===== config.mk =====
export PLATFORM = sky130hd
export DESIGN_NAME = mbet_front
export DESIGN_NICKNAME = d
export VERILOG_FILES = /design/src/rtl/mbet_pkg.sv /design/src/rtl/mbet_front.sv
export SDC_FILE = /design/constraint.sdc
export NUM_CORES = 2
export LEC_CHECK = 0
export CAP_MARGIN = 20
export CELL_PAD_IN_SITES_DETAIL_PLACEMENT = 2
export CELL_PAD_IN_SITES_GLOBAL_PLACEMENT = 2
export CORE_MARGIN = 10
export CORE_UTILIZATION = 25
export DETAILED_ROUTE_END_ITERATION = 8
export DONT_BUFFER_PORTS = 1
export PLACE_DENSITY_LB_ADDON = 0.1
export RECOVER_POWER = 50
export SYNTH_ARGS = -nofsm -noshare
export SYNTH_HDL_FRONTEND = slang
export SYNTH_SLANG_ARGS = --single-unit
export TNS_END_PERCENT = 5

===== constraint.sdc =====
create_clock -name i_clk -period 10.1 [get_ports i_clk]
set_clock_uncertainty 0.2 [all_clocks]
set_input_delay 2.02 -clock i_clk [delete_from_list [all_inputs] [get_ports i_clk]]
set_output_delay 2.02 -clock i_clk [all_outputs]
set_load 0.005 [all_outputs]

===== src/rtl/mbet_pkg.sv =====
// Shared types and constants for the escape-time block.
// Holds the fixed-point format, config register codes and the structs
// passed between the front stage, the point queue and the iteration engine.
package mbet_pkg;

    localparam int FRAC_BITS   = 28;
    localparam int DATA_W      = 32;
    localparam int PROD_W      = 2 * DATA_W;
    localparam int STEP_W      = 31;
    localparam int COORD_W     = 12;
    localparam int COUNT_W     = 16;
    localparam int CFG_IDX_W   = 3;
    localparam int QUEUE_DEPTH = 4;
    localparam int QUEUE_AW    = $clog2(QUEUE_DEPTH);

    // |z|^2 is at most 2^(63-F); the bound 4.0 needs F+3 bits
    localparam int MAG_W = ((PROD_W - FRAC_BITS) > (FRAC_BITS + 3)) ?
                           (PROD_W - FRAC_BITS) : (FRAC_BITS + 3);
    localparam logic [MAG_W-1:0] ESCAPE_BOUND = MAG_W'(4) << FRAC_BITS;

    localparam logic [DATA_W-1:0]  REAL_START_RST = 32'hD800_0000;
    localparam logic [DATA_W-1:0]  IMAG_START_RST = 32'hF000_0000;
    localparam logic [STEP_W-1:0]  REAL_STEP_RST  = 31'h0003_8000;
    localparam logic [STEP_W-1:0]  IMAG_STEP_RST  = 31'h0002_0000;
    localparam logic [COUNT_W-1:0] ITER_LIMIT_RST = 16'd1000;

    typedef enum logic [CFG_IDX_W-1:0] {
        REG_REAL_START = 3'd0,
        REG_IMAG_START = 3'd1,
        REG_REAL_STEP  = 3'd2,
        REG_IMAG_STEP  = 3'd3,
        REG_ITER_LIMIT = 3'd4
    } t_reg_idx;

    typedef enum logic [1:0] {
        ST_IDLE = 2'd0,
        ST_MUL  = 2'd1,
        ST_UPD  = 2'd2,
        ST_DONE = 2'd3
    } t_eng_state;

    typedef struct packed {
        logic [DATA_W-1:0]  real_start;
        logic [DATA_W-1:0]  imag_start;
        logic [STEP_W-1:0]  real_step;
        logic [STEP_W-1:0]  imag_step;
        logic [COUNT_W-1:0] iter_limit;
    } t_cfg;

    typedef struct packed {
        logic [DATA_W-1:0] cr;
        logic [DATA_W-1:0] ci;
    } t_point;

    typedef struct packed {
        logic full;
        logic empty;
    } t_queue_status;

endpackage


===== src/rtl/mbet_front.sv =====
// Front stage: accepts pixel requests and maps them to the point c.
// Depends on mbet_pkg; feeds mbet_queue.
module mbet_front
    import mbet_pkg::*;
(
    input  logic               i_clk,
    input  logic               i_rst_n,
    input  t_cfg               i_cfg,
    input  logic               i_valid,
    output logic               o_ready,
    input  logic [COORD_W-1:0] i_pixel_column,
    input  logic [COORD_W-1:0] i_pixel_row,
    input  t_queue_status      i_qstat,
    output logic               o_push,
    output t_point             o_point
);

    logic   r_valid;
    t_point r_point;
    t_point n_point;
    logic [COORD_W+STEP_W-1:0] w_re_off;
    logic [COORD_W+STEP_W-1:0] w_im_off;

    assign w_re_off = {{STEP_W{1'b0}}, i_pixel_column} * {{COORD_W{1'b0}}, i_cfg.real_step};
    assign w_im_off = {{STEP_W{1'b0}}, i_pixel_row} * {{COORD_W{1'b0}}, i_cfg.imag_step};

    // coordinates wrap in the data width
    assign n_point.cr = i_cfg.real_start + w_re_off[DATA_W-1:0];
    assign n_point.ci = i_cfg.imag_start + w_im_off[DATA_W-1:0];

    assign o_push  = r_valid && !i_qstat.full;
    assign o_ready = !r_valid || !i_qstat.full;
    assign o_point = r_point;

    always_ff @(posedge i_clk) begin
        if (!i_rst_n) begin
            r_valid <= 1'b0;
        end else if (o_ready) begin
            r_valid <= i_valid;
        end
    end

    always_ff @(posedge i_clk) begin
        if (i_valid && o_ready) begin
            r_point <= n_point;
        end
    end

endmodule


==> qor.csv <==
metric,value,unit
failing checks,"max-capacitance violations, max-slew violations",
dpl ws,1.60,ns
Total Nets Final,3146,
largest net degree at the start of global routing,65,
Reg2Reg Depth,2,
Detailed Route WL,72.9,mm
Layout Cells excl Fill,3494,
Worst-Margin Slew,4.75,ns
Tcrit/Tclk final,0.766,
final slew viol count,65,
via count,15200,
total gr overflow,0,
CTS root buf,clkbuf_16,
Worst slew margin,-2.17,
max cap viols,1,
clk buf depth,2,
Syn Area/Cell,9.09,µm²
R2R Path Start,r_valid,
Setup Crit Path Kind,in -> reg,
gpl congestion,0.729,
nature of the critical path endpoint,flip-flop,
IO buf count,0,
Post-CTS Setup Inserts,0,
TNS Setup,0,ns
initial antenna violation count,2,
sequential share of the synthesized area,0.0881,
post-synth design cell area,0.0220,mm²
Syn. warnings,0,
"EDFF count, synth",64,
Setup crit start kind,input pin,
total CTS buffers,9,
TritonRoute pass-1 iters,4,
R2R setup slack,5.50,ns
vias in the first global route,18600,
# IOs,237,
area delta synth->final,6.35,%
CP max FO,12,
CTS Hold Bufs,0,
"Worst Setup Slack, final",2.36,ns
drt initial violations,433,
Hold Path End,r_valid,
drt via density,4.34,
DR WL/cell,20.9,µm
Main synth FF type,edfxtp_1,
Total Routing Usage GR,0.150,
Die H,317,µm
Worst Path Arrival,7.67,ns
layout cells sized above 1,0.0154,
first-pass GRT wire length,114,mm
placed cell count,3474,
Yosys reg bits,65,
storage element area,0.00194,mm²
RSZ-0062 raised after global routing,no,
die area,0.100,mm²
Hold Crit Class,reg -> reg,
endpoints failing setup,0,
Hold Path Origin,r_valid,
"Data required, critical path",10.03,ns
hold-critical path depth,2,
initial core utilization,0.253,
Post-DP HPWL,60.0,mm
post-synth net total,3240,
Fin. Hold Viols,0,
"area leader, netlist",fa_1,
Post-CTS Resized,0,
cell count after synthesis,2425,
Antenna Violating Nets Remaining,0,
Core Region,0.0872,mm²
Netlist cell types,53,
Synth area leaders,"fa_1, inv_1, edfxtp_1",
area of the multi-input gates,0.0173,mm²
DRC Markers,0,
row count,108,
run status,"complete, but fails checks",
die width,317,µm
CTS tree,done,
max frequency,0.129,GHz
clk slew on worst S/H paths,0.08,ns
"Clk Latency, worst-skew pair",0.39,ns
H-tree depth,3,
Clock Sinks,65,
min Tclk post-route,7.74,ns
worst reg2reg endpoint,o_point[22],
"Async S/R FF share, synth",0,
number of fill cells,9871,
Yosys top cell area share,0.487,
==> synth_stat cells (3+ instances only) <==
library cell  count
inv_1           628
fa_1            536
nand2_1         427
and2_1          238
clkbuf_1        108
ha_1            108
xnor2_1          77
edfxtp_1         64
a21oi_1          43
nor2_1           31
a21o_1           20
xor2_1           19
nor3_1           16
o21ai_0          14
nand3_1          12
o21bai_1          9
a31oi_1           6
a211oi_1          5
nor2b_1           5
and3_1            4
nand4_1           4
o211ai_1          4
and4_1            3
nand2b_1          3
nor4_1            3
o31ai_1           3
or2_2             3
==> cell type report <==
class,count,area share
Multi-Input combinational cell,1623,0.739
Inverter,628,0.101
Tap cell,1155,0.0616
Clock inverter,7,0.00427
Antenna cell,3,0.000320
Timing Repair Buffer,4,0.00128
Sequential cell,65,0.0828
Clock buffer,9,0.00961
==> critical path: stages <==
cell and delay, ns:
and2_1 0.15, fa_1 0.53, inv_1 0.05, fa_1 0.48, inv_1 0.06, fa_1 0.48
fa_1 0.55, inv_1 0.05, fa_1 0.48, inv_1 0.04, ha_1 0.26, nor3_1 0.24
o2111ai_1 0.30, a311oi_1 0.74, nor2_1 0.24, o31ai_1 0.34, buf_4 0.23, nor4_1 0.07
nor3_1 0.20, xnor2_1 0.13
==> worst max-delay path by stage <==
stage                     slack (ns)     endpoint  cells past startpoint      startpoint
after floorplan                 2.40  o_point[23]                     20  i_pixel_row[3]
after global placement          1.65  o_point[23]                     19       i_cfg[24]
after detailed placement        1.60  o_point[23]                     19       i_cfg[24]
after CTS                       2.03  o_point[23]                     19       i_cfg[24]
after global routing            2.10  o_point[28]                     20       i_cfg[25]
final                           2.36  o_point[28]                     20       i_cfg[25]
==> stage by stage <==
step / cell area (µm²) / hold WS (ns) / util
final: 23400 / 0.339 / 0.269
after global routing: 23400 / 0.434 / 0.269
after global placement: 23100 / 0.306 / 0.265
after floorplan: 22000 / 0.287 / -
after CTS: 23400 / 0.346 / 0.269
after detailed placement: 23100 / 0.335 / 0.265
==> sequential cells by signal (all words and copies together), names as in the netlist <==
signal	cells
r_valid	1
o_point	64
==> cell usage in the layout, fill, tap and decap left out, types with 3 or more instances in the layout <==
cell	n
or2_2	3
nand3_1	12
and2_0	4
clkbuf_16	9
and4_1	3
o21ai_0	14
fa_1	536
edfxtp_1	64
and2_1	234
o21bai_1	9
xor2_1	19
nor2_1	31
nand2b_1	3
inv_1	628
nand4_1	4
nor2b_1	5
nor3_1	16
nor4_1	3
diode_2	3
a21o_1	20
nand2_1	427
a21oi_1	43
and3_1	4
o31ai_1	3
a31oi_1	6
inv_6	3
o211ai_1	4
buf_4	3
xnor2_1	77
a211oi_1	5
ha_1	108
==> kinds of logic (layout without fill, tap and decap cells) <==
family,after synthesis,after routing,share of synthesized area
xor gates and xnor gates,96,96,0.0381
other,0,3,0
and+or+nand+nor,756,756,0.162
DFF,65,65,0.0881
buffers and inverters,737,648,0.125
AOI/OAI and AO/OA,127,127,0.0382
adders and majority gates,644,644,0.548
==> routing by layer <==
metal,vias up,wire (µm),GRT usage
met4,0,1180,0.0320
met5,-,0,0
met1,8175,32600,0.193
met2,178,36000,0.258
li1,6782,-,-
met3,43,3130,0.0283
Power is left out: the tool's default activity adds up to more than one toggle a clock period on the data nets, which glitch-free logic cannot reach.
