### src/rtl/mbet_pkg.sv
// Shared types and constants for the escape-time block.
// Holds the fixed-point format, config register codes and the structs
// passed between the front stage, the point queue and the iteration engine.
package mbet_pkg;

    localparam int FRAC_BITS   = 28;
    localparam int DATA_W      = 32;
    localparam int PROD_W      = 2 * DATA_W;
    localparam int STEP_W      = 31;
    localparam int COORD_W     = 12;
    localparam int COUNT_W     = 16;
    localparam int CFG_IDX_W   = 3;
    localparam int QUEUE_DEPTH = 4;
    localparam int QUEUE_AW    = $clog2(QUEUE_DEPTH);

    // |z|^2 is at most 2^(63-F); the bound 4.0 needs F+3 bits
    localparam int MAG_W = ((PROD_W - FRAC_BITS) > (FRAC_BITS + 3)) ?
                           (PROD_W - FRAC_BITS) : (FRAC_BITS + 3);
    localparam logic [MAG_W-1:0] ESCAPE_BOUND = MAG_W'(4) << FRAC_BITS;

    localparam logic [DATA_W-1:0]  REAL_START_RST = 32'hD800_0000;
    localparam logic [DATA_W-1:0]  IMAG_START_RST = 32'hF000_0000;
    localparam logic [STEP_W-1:0]  REAL_STEP_RST  = 31'h0003_8000;
    localparam logic [STEP_W-1:0]  IMAG_STEP_RST  = 31'h0002_0000;
    localparam logic [COUNT_W-1:0] ITER_LIMIT_RST = 16'd1000;

    typedef enum logic [CFG_IDX_W-1:0] {
        REG_REAL_START = 3'd0,
        REG_IMAG_START = 3'd1,
        REG_REAL_STEP  = 3'd2,
        REG_IMAG_STEP  = 3'd3,
        REG_ITER_LIMIT = 3'd4
    } t_reg_idx;

    typedef enum logic [1:0] {
        ST_IDLE = 2'd0,
        ST_MUL  = 2'd1,
        ST_UPD  = 2'd2,
        ST_DONE = 2'd3
    } t_eng_state;

    typedef struct packed {
        logic [DATA_W-1:0]  real_start;
        logic [DATA_W-1:0]  imag_start;
        logic [STEP_W-1:0]  real_step;
        logic [STEP_W-1:0]  imag_step;
        logic [COUNT_W-1:0] iter_limit;
    } t_cfg;

    typedef struct packed {
        logic [DATA_W-1:0] cr;
        logic [DATA_W-1:0] ci;
    } t_point;

    typedef struct packed {
        logic full;
        logic empty;
    } t_queue_status;

endpackage

### src/rtl/mbet_queue.sv
// Short queue of mapped points between the front stage and the engine.
// Depends on mbet_pkg; register-based, head read combinationally.
module mbet_queue
    import mbet_pkg::*;
(
    input  logic          i_clk,
    input  logic          i_rst_n,
    input  logic          i_push,
    input  t_point        i_point,
    input  logic          i_pop,
    output t_point        o_point,
    output t_queue_status o_stat
);

    t_point              r_mem [QUEUE_DEPTH];
    logic [QUEUE_AW-1:0] r_wptr;
    logic [QUEUE_AW-1:0] r_rptr;
    logic [QUEUE_AW:0]   r_count;

    assign o_stat.full  = (r_count == (QUEUE_AW+1)'(QUEUE_DEPTH));
    assign o_stat.empty = (r_count == '0);
    assign o_point      = r_mem[r_rptr];

    always_ff @(posedge i_clk) begin
        if (!i_rst_n) begin
            r_wptr  <= '0;
            r_rptr  <= '0;
            r_count <= '0;
        end else begin
            if (i_push) begin
                r_wptr <= r_wptr + 1'b1;
            end
            if (i_pop) begin
                r_rptr <= r_rptr + 1'b1;
            end
            if (i_push && !i_pop) begin
                r_count <= r_count + 1'b1;
            end else if (i_pop && !i_push) begin
                r_count <= r_count - 1'b1;
            end
        end
    end

    always_ff @(posedge i_clk) begin
        if (i_push) begin
            r_mem[r_wptr] <= i_point;
        end
    end

`ifndef ASSERT_OFF
    a_count_bound: assert property (@(posedge i_clk) disable iff (!i_rst_n)
        r_count <= (QUEUE_AW+1)'(QUEUE_DEPTH))
        else $error("queue fill count beyond depth");
    a_no_overflow: assert property (@(posedge i_clk) disable iff (!i_rst_n)
        o_stat.full && !i_pop |-> !i_push)
        else $error("push into full queue");
    a_no_underflow: assert property (@(posedge i_clk) disable iff (!i_rst_n)
        i_pop |-> !o_stat.empty)
        else $error("pop from empty queue");
`endif

endmodule

### config.mk
export PLATFORM = sky130hd
export DESIGN_NAME = mbet_queue
export DESIGN_NICKNAME = d
export VERILOG_FILES = /design/src/rtl/mbet_pkg.sv /design/src/rtl/mbet_queue.sv
export SDC_FILE = /design/constraint.sdc
export NUM_CORES = 1
export LEC_CHECK = 0
export BUFFER_PORTS_ARGS = -buffer_cell sky130_fd_sc_hd__clkbuf_2
export CAP_MARGIN = 5
export CORE_ASPECT_RATIO = 1.75
export CORE_UTILIZATION = 33
export DETAILED_ROUTE_END_ITERATION = 12
export REMOVE_ABC_BUFFERS = 1
export SLEW_MARGIN = 20
export SYNTH_ARGS = -nofsm -noshare
export SYNTH_HDL_FRONTEND = slang
export SYNTH_SLANG_ARGS = --single-unit
### constraint.sdc
create_clock -name i_clk -period 6.9 [get_ports i_clk]
set_clock_uncertainty 0.2 [all_clocks]
set_input_delay 0.345 -clock i_clk [delete_from_list [all_inputs] [get_ports i_clk]]
set_output_delay 0.345 -clock i_clk [all_outputs]
set_load 0.1 [all_outputs]
==> results.json, run 1 <==
{
  "wl_per_cell_um": 18.9,
  "dp_cells": 875,
  "num_vias": 4518,
  "clk_path_buf_depth": 3,
  "fmax_mhz": 278,
  "power.total_mw": 4.00,
  "crit_path_end_kind": "primary output",
  "clk_latency_ns": 0.51,
  "crit_arrival_ns": 3.05,
  "clkSinkCount": 265,
  "drc_errors": 0,
  "synth.cell_area_mm2": 0.00976,
  "setup_violations": 0,
  "maxSlewViolCount": 0,
  "nets": 663,
  "syn_inst": 377,
  "num_rows": 82,
  "synthToLayoutAreaGrowth_pct": 25.3,
  "status": "complete, no violations",
  "gp_congestion": 0.674,
  "post-place-ws_ns": 3.71,
  "tritoncts": "yes",
  "cp_max_fo": 35,
  "avgSynthCellArea_um2": 25.9,
  "met1Wirelength_um": 6990,
  "setup-tns-final_ns": 0,
  "cts-resized-gates": 0,
  "grt_pass1_vias": 5178,
  "power.density_mw_per_mm2": 327,
  "p_leak_nw": 4.15,
  "rsz0062_at_grt": "false",
  "worst_pin_slew_ns": 1.12,
  "wl_met3_um": 668,
  "wl_met2_um": 10400,
  "ys_warn_count": 0,
  "hold_class": "in -> reg",
  "die_y_um": 229,
  "diodes": 0,
  "ys_seq_area_share_pct": 80.6,
  "die-area_mm2": 0.0303,
  "antenna_found_initial": 1,
  "setup_ws_ns": 3.30,
  "core-area_mm2": 0.0288,
  "vias_per_cell": 4.59,
  "final_cell_mix": "edfxtp_1, clkbuf_2, dlygate4sd3_1, mux4_2, clkbuf_16",
  "ys_seq_elements": 265,
  "port_buffers": 133,
  "root_buffer": "clkbuf_16",
  "initial_core_util_pct": 33.8,
  "cts_buffers": 24,
  "grt_use_total_pct": 12.8,
  "final_cells": 985,
  "drt-total-wl_um": 18700,
  "htreeDepth": 1,
  "whs_ns": 0.0482,
  "dp_hpwl_um": 10500,
  "grt_max_degree": 65,
  "slew_headroom_pct": 25.0,
  "drv_cap": 0,
  "criticalPathCategory": "reg -> out",
  "first_pass_iters": 4,
  "cp.required_ns": 6.36,
  "worstSetupStartpointType": "flop",
  "drive_gt1_share_pct": 38.9,
  "fin_crit_sh_pct": 52.1,
  "drtIter0Drc": 250,
  "final_hold_viol_count": 0,
  "ant_nets": 0,
  "path_clk_slew_ns": 0.07,
  "routed.top_layer": "met5",
  "final_common_cell": "edfxtp_1",
  "grt_pass1_wl_um": 29300,
  "min_period_ns": 3.60,
  "ios": 134,
  "grt-ovfl-total": 0,
  "synthDistinctLibCells": 22,
  "die_w_um": 132,
  "ir_drop_v": 0.000207
}
what timing repair did:
action	CTS	global route
setup buffers	0	0
hold endpoints to repair	265	0
hold buffers	66	0
where the power goes:
group	internal, mW	switching (mW)	leakage [nW]
clock	0.793	0.555	0.393
sequential	1.85	0.0433	2.43
combinational	0.173	0.586	1.33
total	2.81	1.18	4.15
cell usage after synthesis (all sizes together):
master | number | area [um2]
mux4 | 64 | 1460
fa | 1 | 20.0
ha | 5 | 62.6
nor2b | 2 | 12.5
o21ai | 1 | 5.00
inv | 4 | 15.0
nor3 | 1 | 5.00
a21boi | 1 | 7.51
clkbuf | 1 | 5.00
nand2 | 1 | 3.75
nor3b | 1 | 7.51
xor2 | 3 | 26.3
xnor2 | 2 | 17.5
mux2i | 2 | 20.0
buf | 13 | 161
dfxtp | 9 | 180
or3 | 1 | 6.26
edfxtp | 256 | 7690
and2 | 9 | 56.3
flip-flops by register name (all words and copies together) (netlist names), named ones only:
signal and cells:
r_mem 256, r_wptr 2, r_count 3, r_rptr 2
cells by family (layout without fill, tap and decap cells):
family	after synthesis	after routing	share of synthesized area [%]
DFF	265	265	80.6
adders and majority gates	6	6	0.846
and+or+nand+nor	15	15	0.936
AOI/OAI and AO/OA	2	2	0.128
buffers and inverters	18	248	1.86
muxes	66	66	15.1
xor gates and xnor gates	5	5	0.449
area by class of cell:
type,instances,area (um2)
clock buffers,33,666
clock inverters,11,141
fillers,2511,16600
inverters,4,15.0
multi-input cells,94,1720
flip-flops and latches,265,7880
well taps,378,473
repair buffers,200,1330
layer usage:
layer  vias up  track usage (%)
li1       2033                -
met1      2341             13.8
met2       110             24.3
met3        32             1.84
met4         2             5.74
met5         -                0
worst max-delay path, cell delays in order (launching register included):
cell	delay, ns
dfxtp_4	0.75
buf_4	0.70
mux4_2	0.65
clkbuf_2	0.40
worst paths after layout:
kind             endpoint  cells after the start  slack [ns]       start
max           o_point[39]                      3        3.30        flop
min             r_wptr[1]                      3        0.05      i_push
max reg2reg  r_mem[3][29]                      2        4.80   r_wptr[0]
min reg2reg    r_count[2]                      2        0.32  r_count[2]
per-stage QoR:
stage | instance area, um2 | util (%)
floorplan | 9590 | -
global placement | 10800 | 37.3
detailed placement | 10800 | 37.3
CTS | 12200 | 42.4
global route | 12200 | 42.4
finish | 12200 | 42.4
Power figures use the tool's default switching activity.
==> inputs of run 2 (changes only) <==
- clock period: 6.9 -> 3.5 ns (I/O delays scaled with it)
==> run 2 against run 1 <==
  * Highest routed layer is now met4
  * Register-to-register slack got worse by 3.3 ns
  * Routed wire length barely moved
  * Sequential share of layout area rose by 0.20 points
  * Critical endpoint is now o_point[63]
  * Final cell count rose by 0.41%
  * First-iteration DRC count rose by 25%
  * Worst setup slack got worse by 2.7 ns
  * Clock-buffer cell count rose by 4
  * Final area fell by 0.31%
  * Utilization fell by 0.13 points
  * Flip-flop and latch count did not move
  * Combinational power rose by 99%
  * Clock power rose by 82%
==> results.json, run 2 (synthesis results as in run 1) <==
{
  "status": "complete, no violations",
  "crit_chain": "buf_12 -> mux4_1 -> clkbuf_2",
  "dp_hpwl_um": 11000,
  "die-area_mm2": 0.0303,
  "num_vias": 4540,
  "max_stage_delay_ns": 0.61,
  "clk_path_buf_depth": 3,
  "top_register": "r_mem",
  "cts-resized-gates": 0,
  "clkSinkCount": 265,
  "worstSetupStartpointType": "flop",
  "gp_congestion": 0.687,
  "initial_core_util_pct": 33.8,
  "htreeDepth": 1,
  "grt_pass1_wl_um": 29500,
  "post-place-ws_ns": 1.09,
  "final_common_cell": "edfxtp_1",
  "port_buffers": 133,
  "ant_nets": 0,
  "drc_errors": 0,
  "core-area_mm2": 0.0288,
  "cp_top_family": "buffers and inverters",
  "worst_pin_slew_ns": 1.03,
  "root_buffer": "clkbuf_16",
  "grt_use_total_pct": 12.9,
  "path_clk_slew_ns": 0.06,
  "crit_path_end_kind": "primary output",
  "min_period_ns": 2.85,
  "crit_arrival_ns": 2.48,
  "drtIter0Drc": 312,
  "maxSlewViolCount": 0,
  "synthToLayoutAreaGrowth_pct": 24.9,
  "die_w_um": 132,
  "power.density_mw_per_mm2": 631,
  "fmax_mhz": 351,
  "clk_latency_ns": 0.51,
  "drive_gt1_share_pct": 37.9,
  "tritoncts": "yes",
  "nets": 666,
  "cp.required_ns": 3.12,
  "slew_headroom_pct": 31.0,
  "critPathBufInv": 2,
  "final_cell_mix": "edfxtp_1, clkbuf_2, dlygate4sd3_1, mux4_2, clkbuf_16",
  "grt_max_degree": 65,
  "die_y_um": 229,
  "drt-total-wl_um": 18700,
  "p_leak_nw": 4.13,
  "wl_per_cell_um": 18.9,
  "critical-path-slowest-cell": "mux4_1",
  "largest_register_ffs": 256,
  "hold_class": "in -> reg",
  "cts_setup_buffers": 0,
  "setup_ws_ns": 0.648,
  "vias_per_cell": 4.59,
  "fin_crit_sh_pct": 81.5,
  "cts_buffers": 24,
  "final_hold_viol_count": 0,
  "grt-ovfl-total": 0,
  "setup_violations": 0,
  "first_pass_iters": 4,
  "rsz0062_at_grt": "false",
  "ir_drop_v": 0.000405,
  "grt_pass1_vias": 5217,
  "antenna_found_initial": 2,
  "num_rows": 82,
  "cp_max_fo": 37,
  "criticalPathCategory": "reg -> out",
  "largestRegisters": "r_mem x256, r_count x3",
  "ios": 134,
  "setup-tns-final_ns": 0,
  "drv_cap": 0
}
[run 2: cell count changes in the layout (fill, tap and decap cells not counted), sizes merged, moves of 2 or more]
cell,change
bufinv,-2
diode,+2
buf,+2
clkbuf,+4
[run 2: stage by stage]
stage,std cells,cell area (um2),power (mW),util [%],hold slack [ns]
after floorplan,363,9590,4.98,-,0.0739
final,989,12200,7.69,42.3,0.225
after detailed placement,877,10800,5.27,37.4,0.198
after CTS,987,12200,7.80,42.2,0.195
after global routing,989,12200,7.96,42.3,0.208
after global placement,877,10800,5.24,37.4,0.188
[run 2: timing repair]
action / 4_1_cts / 5_1_grt
endpoints found under the hold margin: 265 / 0
hold buffers: 67 / 0
endpoints found under the setup margin: 0 / 0
[run 2: worst register-to-register path, delay by kind of cell, from the launching register on]
family        cells  cell delay, ns
simple gates      1            0.82
buf+inv           1            0.10
flops             1            0.35
fa+ha+maj         1            0.14
[run 2: power by group]
part | switching, mW | internal [mW] | total (mW) | leakage [nW]
logic | 1.16 | 0.347 | 1.51 | 1.35
registers | 0.0789 | 3.64 | 3.72 | 2.43
clock network | 1.06 | 1.39 | 2.46 | 0.351
[run 2: area by class of cell]
type | count | area [um2]
clock buffers | 37 | 671
clock inverters | 6 | 56.3
flip-flops and latches | 265 | 7880
inverters | 4 | 15.0
fillers | 2505 | 16600
repair buffers | 203 | 1370
diodes | 2 | 5.00
multi-input cells | 94 | 1720
well taps | 378 | 473
[run 2: path summary, 6_finish.rpt]
check / start / end / slack [ns] / depth (start not counted)
max: flop / o_point[63] / 0.65 / 3
min: i_point[15] / r_mem[1][15] / 0.23 / 2
max reg2reg: r_wptr[0] / r_mem[2][1] / 1.47 / 3
min reg2reg: r_count[2] / r_count[2] / 0.34 / 2
[run 2: routing by layer]
metal / vias to the layer above / part of all wire, % / track usage (%) / wire [um]
met3: 28 / 4.3 / 2.15 / 811
met4: 0 / 2.3 / 5.34 / 436
met5: - / 0 / 0 / 0
met1: 2349 / 36 / 13.7 / 6760
li1: 2042 / - / - / -
met2: 121 / 57 / 24.7 / 10700
